$ cat src/rtl/core/ofm_pkg.sv
// ----------------------------------------------------------------------------
// ofm_pkg
// Shared types and constants for the ones-complement float multiply core.
// ----------------------------------------------------------------------------
package ofm_pkg;

    // word and mantissa geometry
    localparam int WORD_W  = 24;
    localparam int MANT_W  = 72;
    localparam int N_CELLS = MANT_W / WORD_W;
    localparam int PROD_W  = 2 * MANT_W;
    localparam int CHR_W   = 25;

    // characteristic limits and bias
    localparam logic [22:0]      CHAR_MAX  = 23'h7FFFFF;
    localparam logic [CHR_W-1:0] CHAR_BIAS = 25'h0400000;

    // register reset values
    localparam logic [WORD_W-1:0] GUARD_RESET = 24'hC00000;

    // configuration register indexes
    localparam logic [1:0] REG_GUARD   = 2'd0;
    localparam logic [1:0] REG_RESIDUE = 2'd1;

    // sequencer states
    typedef enum logic [1:0] {
        ST_IDLE,
        ST_MUL,
        ST_FIN,
        ST_NORM
    } t_state;

endpackage

$ cat src/rtl/core/ones_complement_float_multiply_core.sv
// An accepted item passes through the multiply steps, ST_FIN and ST_NORM (up
// to 72 residue normalising shifts) before the one-cycle o_done strobe.
// No new item is taken while busy; the 72-step shift-add through the row of
// three 24-bit cells and the one-bit-per-cycle residue shifter fill that time.
// Reset: synchronous, active low; returns to idle, resets control and config.
// The o_done strobe is high for a single cycle and the receiver cannot stall.
// ----------------------------------------------------------------------------
// ones_complement_float_multiply_core
// 96-bit ones-complement float multiply with optional residue float.
// ----------------------------------------------------------------------------
module ones_complement_float_multiply_core (
    input  logic        i_clk,
    input  logic        i_rst_n,
    input  logic        start,
    output logic        busy,
    input  logic        i_cfg_we,
    input  logic [1:0]  i_cfg_idx,
    input  logic [23:0] i_cfg_data,
    input  logic [23:0] i_acc_word0,
    input  logic [23:0] i_acc_word1,
    input  logic [23:0] i_acc_word2,
    input  logic [23:0] i_acc_word3,
    input  logic [23:0] i_mult_word0,
    input  logic [23:0] i_mult_word1,
    input  logic [23:0] i_mult_word2,
    input  logic [23:0] i_mult_word3,
    output logic        o_done,
    output logic [23:0] o_prod_word0,
    output logic [23:0] o_prod_word1,
    output logic [23:0] o_prod_word2,
    output logic [23:0] o_prod_word3,
    output logic [23:0] o_minor_word0,
    output logic [23:0] o_minor_word1,
    output logic [23:0] o_minor_word2,
    output logic [23:0] o_minor_word3,
    output logic        o_status
);

    localparam int W  = ofm_pkg::WORD_W;
    localparam int MW = ofm_pkg::MANT_W;
    localparam int NC = ofm_pkg::N_CELLS;
    localparam int PW = ofm_pkg::PROD_W;
    localparam int CW = ofm_pkg::CHR_W;
    localparam logic [6:0] LAST_STEP = 7'(MW - 1);
    localparam logic [6:0] MAX_SHIFT = 7'(MW);

    ofm_pkg::t_state r_state, n_state;

    // configuration registers
    logic [W-1:0] r_guard;
    logic         r_residue;

    // item registers
    logic          r_sign;
    logic          r_ok;
    logic [CW-1:0] r_chr;
    logic [6:0]    r_cnt;
    logic [22:0]   r_pchr;
    logic          r_stat;
    logic [MW-1:0] r_mant;
    logic [MW-1:0] r_res;
    logic [6:0]    r_n;

    // control from the sequencer
    logic c_load, c_step, c_fin, c_shift, c_out;

    // operand preparation
    logic          w_sa, w_sm;
    logic [W-1:0]  w_a0, w_m0;
    logic [MW-1:0] w_amant, w_mmant;

    assign w_sa    = i_acc_word0[W-1];
    assign w_sm    = i_mult_word0[W-1];
    assign w_a0    = i_acc_word0 ^ {W{w_sa}};
    assign w_m0    = i_mult_word0 ^ {W{w_sm}};
    assign w_amant = {i_acc_word1, i_acc_word2, i_acc_word3} ^ {MW{w_sa}};
    assign w_mmant = {i_mult_word1, i_mult_word2, i_mult_word3} ^ {MW{w_sm}};

    // row of multiplier cells, cell 0 least significant
    logic          w_cout [NC];
    logic          w_slsb [NC];
    logic          w_llsb [NC];
    logic [W-1:0]  w_acc  [NC];
    logic [W-1:0]  w_lo   [NC];
    logic [MW-1:0] w_phi, w_plo;

    for (genvar k = 0; k < NC; k++) begin : g_cell
        logic l_cin, l_ains, l_lins;
        if (k == 0) begin : g_lo
            assign l_cin = 1'b0;
        end else begin : g_mid
            assign l_cin = w_cout[k-1];
        end
        if (k == NC - 1) begin : g_top
            assign l_ains = w_cout[k];
            assign l_lins = w_slsb[0];
        end else begin : g_inner
            assign l_ains = w_slsb[k+1];
            assign l_lins = w_llsb[k+1];
        end
        ofm_cell u_cell (
            .i_clk     (i_clk),
            .i_load    (c_load),
            .i_step    (c_step),
            .i_mcand   (w_amant[k*W +: W]),
            .i_mplier  (w_mmant[k*W +: W]),
            .i_add     (w_llsb[0]),
            .i_cin     (l_cin),
            .i_acc_ins (l_ains),
            .i_lo_ins  (l_lins),
            .o_cout    (w_cout[k]),
            .o_sum_lsb (w_slsb[k]),
            .o_lo_lsb  (w_llsb[k]),
            .o_acc     (w_acc[k]),
            .o_lo      (w_lo[k])
        );
        assign w_phi[k*W +: W] = w_acc[k];
        assign w_plo[k*W +: W] = w_lo[k];
    end

    // rounding or normalising shift of the full product
    logic [PW-1:0]   f_p, f_q;
    logic [96:0]     f_rsum;
    logic [MW-1:0]   f_mant, f_res;
    logic [CW-1:0]   f_chr;
    logic            f_sat;

    always_comb begin
        f_p    = {w_phi, w_plo};
        f_q    = {f_p[PW-2:0], 1'b0};
        f_rsum = {1'b0, f_p[PW-1:PW-96]} + {73'd0, r_guard};
        f_mant = '0;
        f_res  = '0;
        f_chr  = '0;
        if (!r_ok) begin
            f_chr = '0;
        end else if (f_p[PW-1]) begin
            f_res = f_p[MW-1:0];
            if (r_residue) begin
                f_mant = f_p[PW-1:MW];
                f_chr  = r_chr;
            end else if (f_rsum[96]) begin
                f_mant = {1'b1, {(MW-1){1'b0}}};
                f_chr  = r_chr + 25'd1;
            end else begin
                f_mant = f_rsum[95:24];
                f_chr  = r_chr;
            end
        end else begin
            f_mant = f_q[PW-1:MW];
            f_res  = f_q[MW-1:0];
            f_chr  = r_chr - 25'd1;
        end
        f_sat = r_ok && (f_chr[CW-1] || f_chr[CW-2]);
    end

    // residue characteristic and result words
    logic [CW-1:0] o_c;
    logic          o_bad;
    logic [W-1:0]  o_smask;
    logic [W-1:0]  o_m0;
    logic [MW-1:0] o_mm;

    always_comb begin
        o_smask = {W{r_sign}};
        o_c     = {2'b00, r_pchr} - 25'(MW) - {18'd0, r_n};
        if (r_n == MAX_SHIFT) begin
            o_c = '0;
        end
        o_bad = o_c[CW-1] || o_c[CW-2];
        if (!r_residue) begin
            o_m0 = '0;
            o_mm = '0;
        end else if (o_bad) begin
            o_m0 = o_smask;
            o_mm = {MW{r_sign}};
        end else begin
            o_m0 = o_c[W-1:0] ^ o_smask;
            o_mm = r_res ^ {MW{r_sign}};
        end
    end

    // next state
    always_comb begin
        n_state = r_state;
        unique case (r_state)
            ofm_pkg::ST_IDLE: if (start) n_state = ofm_pkg::ST_MUL;
            ofm_pkg::ST_MUL:  if (r_cnt == LAST_STEP) n_state = ofm_pkg::ST_FIN;
            ofm_pkg::ST_FIN:  n_state = ofm_pkg::ST_NORM;
            ofm_pkg::ST_NORM: begin
                if (!r_residue || r_res[MW-1] || r_n == MAX_SHIFT) begin
                    n_state = ofm_pkg::ST_IDLE;
                end
            end
            default: n_state = ofm_pkg::ST_IDLE;
        endcase
    end

    // sequencer outputs
    always_comb begin
        c_load  = 1'b0;
        c_step  = 1'b0;
        c_fin   = 1'b0;
        c_shift = 1'b0;
        c_out   = 1'b0;
        unique case (r_state)
            ofm_pkg::ST_IDLE: c_load = start;
            ofm_pkg::ST_MUL:  c_step = 1'b1;
            ofm_pkg::ST_FIN:  c_fin  = 1'b1;
            ofm_pkg::ST_NORM: begin
                if (!r_residue || r_res[MW-1] || r_n == MAX_SHIFT) begin
                    c_out = 1'b1;
                end else begin
                    c_shift = 1'b1;
                end
            end
            default: ;
        endcase
    end

    assign busy = (r_state != ofm_pkg::ST_IDLE);

    // control state and configuration
    always_ff @(posedge i_clk) begin
        if (!i_rst_n) begin
            r_state   <= ofm_pkg::ST_IDLE;
            r_guard   <= ofm_pkg::GUARD_RESET;
            r_residue <= 1'b0;
            r_cnt     <= '0;
            o_done    <= 1'b0;
        end else begin
            r_state <= n_state;
            o_done  <= c_out;
            if (c_load) begin
                r_cnt <= '0;
            end else if (c_step) begin
                r_cnt <= r_cnt + 7'd1;
            end
            if (i_cfg_we) begin
                case (i_cfg_idx)
                    ofm_pkg::REG_GUARD:   r_guard   <= i_cfg_data;
                    ofm_pkg::REG_RESIDUE: r_residue <= i_cfg_data[0];
                    default: ;
                endcase
            end
        end
    end

    // item datapath
    always_ff @(posedge i_clk) begin
        if (c_load) begin
            r_sign <= w_sa ^ w_sm;
            r_ok   <= w_amant[MW-1] & w_mmant[MW-1];
            r_chr  <= {2'b00, w_a0[22:0]} + {2'b00, w_m0[22:0]} - ofm_pkg::CHAR_BIAS;
        end
        if (c_fin) begin
            r_mant <= f_mant;
            r_res  <= f_res;
            r_n    <= '0;
            r_stat <= f_sat;
            r_pchr <= f_sat ? ofm_pkg::CHAR_MAX : f_chr[22:0];
        end else if (c_shift) begin
            r_res <= {r_res[MW-2:0], 1'b0};
            r_n   <= r_n + 7'd1;
        end
        if (c_out) begin
            o_prod_word0  <= {1'b0, r_pchr} ^ o_smask;
            o_prod_word1  <= r_mant[3*W-1:2*W] ^ o_smask;
            o_prod_word2  <= r_mant[2*W-1:W] ^ o_smask;
            o_prod_word3  <= r_mant[W-1:0] ^ o_smask;
            o_minor_word0 <= o_m0;
            o_minor_word1 <= o_mm[3*W-1:2*W];
            o_minor_word2 <= o_mm[2*W-1:W];
            o_minor_word3 <= o_mm[W-1:0];
            o_status      <= r_stat;
        end
    end

`ifndef NO_ASSERTIONS
    // result strobe lasts a single cycle
    a_done_pulse: assert property (@(posedge i_clk) disable iff (!i_rst_n)
        o_done |=> !o_done) else $error("done held");
    // an accepted item starts the multiply
    a_start_mul: assert property (@(posedge i_clk) disable iff (!i_rst_n)
        (start && !busy) |=> (r_state == ofm_pkg::ST_MUL)) else $error("no start");
    // step count stays inside the mantissa
    a_cnt_range: assert property (@(posedge i_clk) disable iff (!i_rst_n)
        (r_state == ofm_pkg::ST_MUL) |-> (r_cnt <= LAST_STEP)) else $error("cnt");
    // normalising shift is bounded
    a_norm_range: assert property (@(posedge i_clk) disable iff (!i_rst_n)
        (r_state == ofm_pkg::ST_NORM) |-> (r_n <= MAX_SHIFT)) else $error("norm");
`endif

endmodule

$ cat src/rtl/core/ofm_cell.sv
// ----------------------------------------------------------------------------
// ofm_cell
// One 24-bit slice of the shift-add multiplier: accumulator, multiplicand
// and low-product slice, shifting right into its neighbour each step.
// ----------------------------------------------------------------------------
module ofm_cell (
    input  logic                       i_clk,
    input  logic                       i_load,
    input  logic                       i_step,
    input  logic [ofm_pkg::WORD_W-1:0] i_mcand,
    input  logic [ofm_pkg::WORD_W-1:0] i_mplier,
    input  logic                       i_add,
    input  logic                       i_cin,
    input  logic                       i_acc_ins,
    input  logic                       i_lo_ins,
    output logic                       o_cout,
    output logic                       o_sum_lsb,
    output logic                       o_lo_lsb,
    output logic [ofm_pkg::WORD_W-1:0] o_acc,
    output logic [ofm_pkg::WORD_W-1:0] o_lo
);

    logic [ofm_pkg::WORD_W-1:0] r_acc;
    logic [ofm_pkg::WORD_W-1:0] r_mc;
    logic [ofm_pkg::WORD_W-1:0] r_lo;
    logic [ofm_pkg::WORD_W:0]   w_sum;

    // slice add with carry from the lower neighbour
    assign w_sum = {1'b0, r_acc} + {1'b0, (i_add ? r_mc : '0)}
                 + {{ofm_pkg::WORD_W{1'b0}}, i_cin};

    assign o_cout    = w_sum[ofm_pkg::WORD_W];
    assign o_sum_lsb = w_sum[0];
    assign o_lo_lsb  = r_lo[0];
    assign o_acc     = r_acc;
    assign o_lo      = r_lo;

    // load or shift one place right
    always_ff @(posedge i_clk) begin
        if (i_load) begin
            r_acc <= '0;
            r_mc  <= i_mcand;
            r_lo  <= i_mplier;
        end else if (i_step) begin
            r_acc <= {i_acc_ins, w_sum[ofm_pkg::WORD_W-1:1]};
            r_lo  <= {i_lo_ins, r_lo[ofm_pkg::WORD_W-1:1]};
        end
    end

endmodule

$ cat config.mk
export PLATFORM = sky130hd
export DESIGN_NAME = ones_complement_float_multiply_core
export DESIGN_NICKNAME = d
export VERILOG_FILES = /design/src/rtl/core/ofm_pkg.sv /design/src/rtl/core/ones_complement_float_multiply_core.sv /design/src/rtl/core/ofm_cell.sv
export SDC_FILE = /design/constraint.sdc
export NUM_CORES = 2
export LEC_CHECK = 0
export ABC_AREA = 1
export BUFFER_PORTS_ARGS = -buffer_cell sky130_fd_sc_hd__buf_2
export CELL_PAD_IN_SITES_DETAIL_PLACEMENT = 1
export CELL_PAD_IN_SITES_GLOBAL_PLACEMENT = 1
export CORE_AREA = 2 2 444 336
export CTS_CLUSTER_DIAMETER = 100
export DETAILED_ROUTE_END_ITERATION = 10
export DIE_AREA = 0 0 446 338
export PLACE_DENSITY_LB_ADDON = 0.1
export SLEW_MARGIN = 20
export SYNTH_ARGS = -nofsm -noshare
export SYNTH_HDL_FRONTEND = slang
export SYNTH_SLANG_ARGS = --single-unit
export TNS_END_PERCENT = 1
$ cat constraint.sdc
create_clock -name i_clk -period 9.6 [get_ports i_clk]
set_clock_uncertainty 0.15 [all_clocks]
set_input_delay 1.92 -clock i_clk [delete_from_list [all_inputs] [get_ports i_clk]]
set_output_delay 1.92 -clock i_clk [all_outputs]
set_load 0.02 [all_outputs]
After elaboration in Yosys (flattened, before gate mapping)

Index checks and enable logic that the tools add are counted.

Flip-flop bits (word level): 646
Bits of input ports: 222
Output and inout port bits: 195

Add/sub/neg operators: 14
Eq/ne operators: 9
Muxes and demuxes: 34
Bitwise logic cells: 13
Reduce and logical (&&, ||, !) cells: 15

Operators by type and width:

| operator                                                              | number |
|---|---|
| 72-bit 2-to-1 mux                                                     | 8 |
| 24-bit 2-to-1 mux                                                     | 10 |
| 72-bit bitwise XOR                                                    | 3 |
| 25-bit 2-to-1 mux                                                     | 5 |
| 96-bit by 24-bit adder with 97-bit output                             | 1 |
| 24-bit bitwise XOR                                                    | 4 |
| 24-bit by 24-bit adder with 25-bit output                             | 3 |
| 25-bit by 1-bit adder with 25-bit output                              | 2 |
| 23-bit bitwise XOR                                                    | 2 |
| 25-bit by 1-bit adder with 25-bit output, second input constant       | 1 |
| 24-bit by 23-bit subtractor with 25-bit output, second input constant | 1 |
| 24-bit by 8-bit subtractor with 25-bit output                         | 1 |
| 25-bit by 1-bit subtractor with 25-bit output, second input constant  | 1 |
| 23-bit by 23-bit adder with 24-bit output                             | 1 |
| 23-bit by 7-bit subtractor with 24-bit output, second input constant  | 1 |
| 23-bit by 24-bit bitwise XOR with 24-bit output                       | 1 |
| 7-bit by 1-bit adder with 7-bit output, second input constant         | 2 |
| 7-bit == test, second input constant                                  | 2 |
| 2-bit case mux with 4 select lines                                    | 1 |
| 1-bit 2-to-1 mux                                                      | 7 |
| 2-bit 2-to-1 mux                                                      | 3 |
| 2-bit != test, second input constant                                  | 3 |
| 2-bit nonzero test                                                    | 3 |
| 2-bit by 1-bit == test with 1-bit output, second input constant       | 2 |
| other kinds (11)                                                      | 17 |

Logic depth before layout (Yosys ltp)

Word-level depth: 7
Mapped depth: 35
Depth with buffers taken out: 33

Cells and area by module

Synthesis repeated with hierarchy kept, for this count alone.

Cells, all modules: 5418
Area total of the unflattened synthesis: 42447.0 µm²

By module, submodules not included:

| module                              | instances | cells each | area each (µm²) | seq. area each (µm²) |
|---|---|---|---|---|
| ones_complement_float_multiply_core | 1         | 3501       | 28936.5         | 12492.0 |
| ofm_cell at g_cell[0].u_cell ...    | 2         | 639        | 4494.3          | 1921.8 |
| ofm_cell at g_cell[1].u_cell        | 1         | 639        | 4521.8          | 1921.8 |

Worst setup path after synthesis

Ideal clock, no wire load.

Path type: register to register
From: register r_n[1]
To: register o_minor_word0[0] (enable)
Data arrival time: 9.031 ns
Slack: -0.333 ns
Cell stages (with the launch flop): 7
Buffers on the path: 0
Cell sequence: dfxtp_1 > inv_1 > ha_1 > nand4_1 > nand3_1 > inv_1 > nor2_1

Longest elaborated chain between the ends: 4

RTL lines:

| what                   | RTL line                                   | RTL |
|---|---|---|
| start, declared        | ones_complement_float_multiply_core.sv:62  | `logic [6:0] r_n;` |
| start signal, assigned | ones_complement_float_multiply_core.sv:264 | `r_n <= r_n + 7'd1;` |
| 7-bit == test          | ones_complement_float_multiply_core.sv:211 | `if (!r_residue \|\| r_res[MW-1] \|\| r_n == MAX_SHIFT) begin` |
| 1-bit logical OR       | ones_complement_float_multiply_core.sv:211 |  |
| 1-bit 2-to-1 mux       | ones_complement_float_multiply_core.sv:211 |  |
| 1-bit 2-to-1 mux       | ones_complement_float_multiply_core.sv:206 | `unique case (r_state)` |
| via c_out              | ones_complement_float_multiply_core.sv:65  | `logic c_load, c_step, c_fin, c_shift, c_out;` |
| end signal, assigned   | ones_complement_float_multiply_core.sv:271 | `o_minor_word0 <= o_m0;` |
| end, declared          | ones_complement_float_multiply_core.sv:32  | `output logic [23:0] o_minor_word0,` |

The timed path passes the listed nets, and every way through them passes these cells.
A chain may end at the register's enable or synchronous reset.

Worst setup path in the final report

From: register g_cell[0].u_cell.r_lo (netlist bit g_cell[0].u_cell.o_lo[0])
To: register g_cell[2].u_cell.r_acc (netlist bit g_cell[2].u_cell.o_acc[15])

Longest elaborated chain between the ends: 4

RTL lines:

| what                                       | RTL line       | RTL |
|---|---|---|
| start, declared                            | ofm_cell.sv:25 | `logic [ofm_pkg::WORD_W-1:0] r_lo;` |
| start signal, assigned                     | ofm_cell.sv:43 | `r_lo <= i_mplier;` |
| start signal, assigned                     | ofm_cell.sv:46 | `r_lo <= {i_lo_ins, r_lo[ofm_pkg::WORD_W-1:1]};` |
| 24-bit 2-to-1 mux                          | ofm_cell.sv:29 | `assign w_sum = {1'b0, r_acc} + {1'b0, (i_add ? r_mc : '0)}` |
| 24-bit by 24-bit adder with 25-bit output  | ofm_cell.sv:29 |  |
| 25-bit by 1-bit adder with 25-bit output   | ofm_cell.sv:30 | `+ {{ofm_pkg::WORD_W{1'b0}}, i_cin};` |
| 25-bit by 1-bit adder with 25-bit output * | ofm_cell.sv:30 |  |
| end signal, assigned                       | ofm_cell.sv:45 | `r_acc <= {i_acc_ins, w_sum[ofm_pkg::WORD_W-1:1]};` |
| end, declared                              | ofm_cell.sv:23 | `logic [ofm_pkg::WORD_W-1:0] r_acc;` |

Every way passes the cells marked *; elsewhere a longest branch is shown, timed or not.

==> results.tsv <==
stage	metric	value	unit
global_routing	grtUsageTotal	0.2060	
worst_setup_path	end_kind	flip-flop	
timing	slew_violations	0	
die	rows	122	
cells_and_area	most-common-layout-cells	nand2_1 (1123), edfxtp_1 (532), nor2_1 (491)	
timing	worstMarginPinSlew	1.164	ns
clocking	postCtsHoldBufs	0	
route	wl	158200	µm
clocking	clkTransAtPathRegs	0.06	ns
worst_setup_path	crit_path_top_delay_cell	edfxtp_1	
power	seqPwrFrac	0.378	
yosys	synth_warnings	0	
route	dr_wl_met3	5400	µm
worst_setup_path	cp_data_required_time	10.04	ns
global_routing	grt_max_degree	163	
global_routing	overflow	0	
route	drtIter0Drc	2261	
flow_run	drv_cap	0	
route	ant_nets	0	
min_path	hold_path.class	flip-flop to flip-flop	
die	fp.dieArea	150700	µm²
cells_and_area	final_common_cell	nand2_1	
route	drtPass1Iterations	5	
timing	max_slew_margin	0.2192	
cells_and_area	fin_nets	5709	
timing	max_freq	148.5	MHz
cells_and_area	drive_gt1_frac	0.1332	
worst_setup_path	ff2ff_setup_slack	2.86	ns
yosys	ys_seq_area_frac	0.4475	
global_routing	grt_pass1_vias	35280	
placement	io_buffers	416	
placement	dp_hpwl	119800	µm
clocking	ctsResizeCount	0	
yosys	async_reset_ff_frac	0	
power	powerDensity	281.6	nW/µm²
route	wl_met1	81620	µm
route	maxUsedRoutingLayer	met4	
route	met2_length	68300	µm
timing	hold_viol	0	
cells_and_area	fill_cells	17440	
worst_setup_path	cp.arrival	7.18	ns
worst_setup_path	critPathKind	flip-flop to flip-flop	
clocking	htree_levels	3	
power	swShare	0.4371	
clocking	clk_latency	0.70	ns
timing	min_period	6.736	ns
route	vias_per_cell	4.827	
clocking	post_cts_buffers	0	
timing	setup_viol	0	
route	post-route-drc-count	0	
yosys	synth_edf_count	532	
timing	rsz0062_at_grt	false	
yosys	synth_ff_type	edfxtp_1	
clocking	cts.sinks	646	
clocking	cts_tree	done	
clocking	clk_path_buf_depth	3	
power	p_leak	19.99	nW
worst_setup_path	slowest_delay	0.60	ns
power	p_int	7.514	mW
global_routing	antenna_found_initial	11	
worst_setup_path	cp_max_fo	38	
power	total_power	13.35	mW
die	fp.dieH	338	µm
power	pwr-share-clk	0.231	
power	switchingPower	5.836	mW
clocking	cts_made_buffers	79	
yosys	synth.distinct_cells	59	
die	initial_core_util	0.2784	
power	comb_power_share	0.391	
yosys	synth.net_count	5386	
placement	gp_congestion	0.8975	
worst_setup_path	start_kind	flip-flop	
timing	period_share	0.7017	
die	die_x	446	µm
cells_and_area	syn_to_final_growth	16.19	%
clocking	root_buffer	clkbuf_16	
yosys	synth.avg_cell_area	8.158	µm²
die	core-area	146500	µm²
yosys	synth_area	40800	µm²
power	ir_drop	0.0001369	V
yosys	yosys_register_bits	646	
global_routing	grt_pass1_wl	234400	µm
worst_setup_path	crit_top_cell	nand3_1	
route	wire_per_inst	21.63	µm
run_status	outcome	finished clean	
yosys	netlist_instances	5001	
die	pin_count	417	
route	vias	35310	
timing	tns	0	ns
per-layer routing:
layer / global-route usage / vias up
met5: 0 / -
met4: 0.04082 / 0
met3: 0.02583 / 143
met2: 0.3151 / 579
met1: 0.3094 / 17120
li1: - / 17470
critical path, delay by kind of cell, from the launching register on:
family,cells,cell delay [ns]
compound gates,9,2.27
fa+ha+maj,5,1.41
simple gates,13,1.39
buf+inv,5,0.76
flops,1,0.60
cells in the mapped netlist, drive strengths merged (16+ instances only):
cell type | instances | area (µm²)
xnor2 | 95 | 832.1
nand4 | 92 | 575.6
nand2 | 1142 | 4352
o21ai | 404 | 2022
xor2 | 280 | 2452
nand3 | 367 | 1899
o21bai | 18 | 135.1
ha | 156 | 1952
inv | 484 | 1822
buf | 76 | 386.6
nor2 | 505 | 1948
nor4 | 25 | 156.4
edfxtp | 532 | 15980
a21boi | 16 | 120.1
a21oi | 372 | 2064
clkbuf | 137 | 514.2
dfxtp | 114 | 2282
nor3 | 68 | 361.6
through the flow:
| step | hold slack [ns] | instances | util | area (µm²) | setup WS, ns |
|---|---|---|---|---|---|
| 5_1_grt | 0.2773 | 7314 | 0.3235 | 47410 | 2.264 |
| 2_1_floorplan | 0.2503 | 5001 | - | 40800 | 3.006 |
| 3_5_place_dp | 0.2611 | 7164 | 0.3055 | 44770 | 2.954 |
| 6_report | 0.2731 | 7314 | 0.3235 | 47410 | 2.864 |
| 4_1_cts | 0.2752 | 7310 | 0.3233 | 47370 | 2.912 |
| 3_3_place_gp | 0.2603 | 7164 | 0.3055 | 44770 | 3.022 |
logic make-up after synthesis:
logic type	after synthesis	share of synthesized area
AND/OR/NAND/NOR	2236	0.2341
buffers and inverters	702	0.06722
adder cells (fa/ha/maj)	163	0.05127
XOR/XNOR	375	0.08050
flip-flops	646	0.4475
AO/OA/AOI/OAI	879	0.1194
final timing paths:
path	start	endpoint	cells after the start
worst min-delay path	r_stat	o_status	0
worst max register to register	g_cell[0].u_cell.o_lo[0]	g_cell[2].u_cell.o_acc[15]	32
worst min register to register	r_stat	o_status	0
worst max-delay path	g_cell[0].u_cell.o_lo[0]	g_cell[2].u_cell.o_acc[15]	32
flip-flops by register name, indices dropped and copies added, names as in the netlist, 23 cells and up:
signal / flops
o_prod_word2: 24
r_chr: 25
g_cell.u_cell.r_mc: 72
o_minor_word1: 24
r_pchr: 23
r_mant: 72
o_prod_word3: 24
r_guard: 24
g_cell.u_cell.o_acc: 72
o_prod_word1: 24
o_minor_word2: 24
r_res: 72
o_minor_word3: 24
g_cell.u_cell.o_lo: 72
o_prod_word0: 24
o_minor_word0: 24
power by group through the flow:
stage	Sequential, mW	Combinational, mW	Clock (mW)
floorplan	4.82	3.52	0
global placement	5.09	5.22	0
detailed placement	5.09	5.26	0
CTS	5.04	5.29	3.20
global route	5.13	5.92	3.29
finish	5.04	5.22	3.09
cell type report:
cell class / count / area, µm² / area share
sequential: 646 / 18270 / 0.3853
multi-input combinational: 3653 / 19860 / 0.4190
antenna: 3 / 7.507 / 0.0001584
clock buffer: 103 / 2117 / 0.04466
inverter: 489 / 1851 / 0.03904
clock inverter: 43 / 479.2 / 0.01011
timing repair buffer: 455 / 2420 / 0.05105
tap: 1922 / 2405 / 0.05073
No activity file was read; power rests on OpenSTA's default activity.
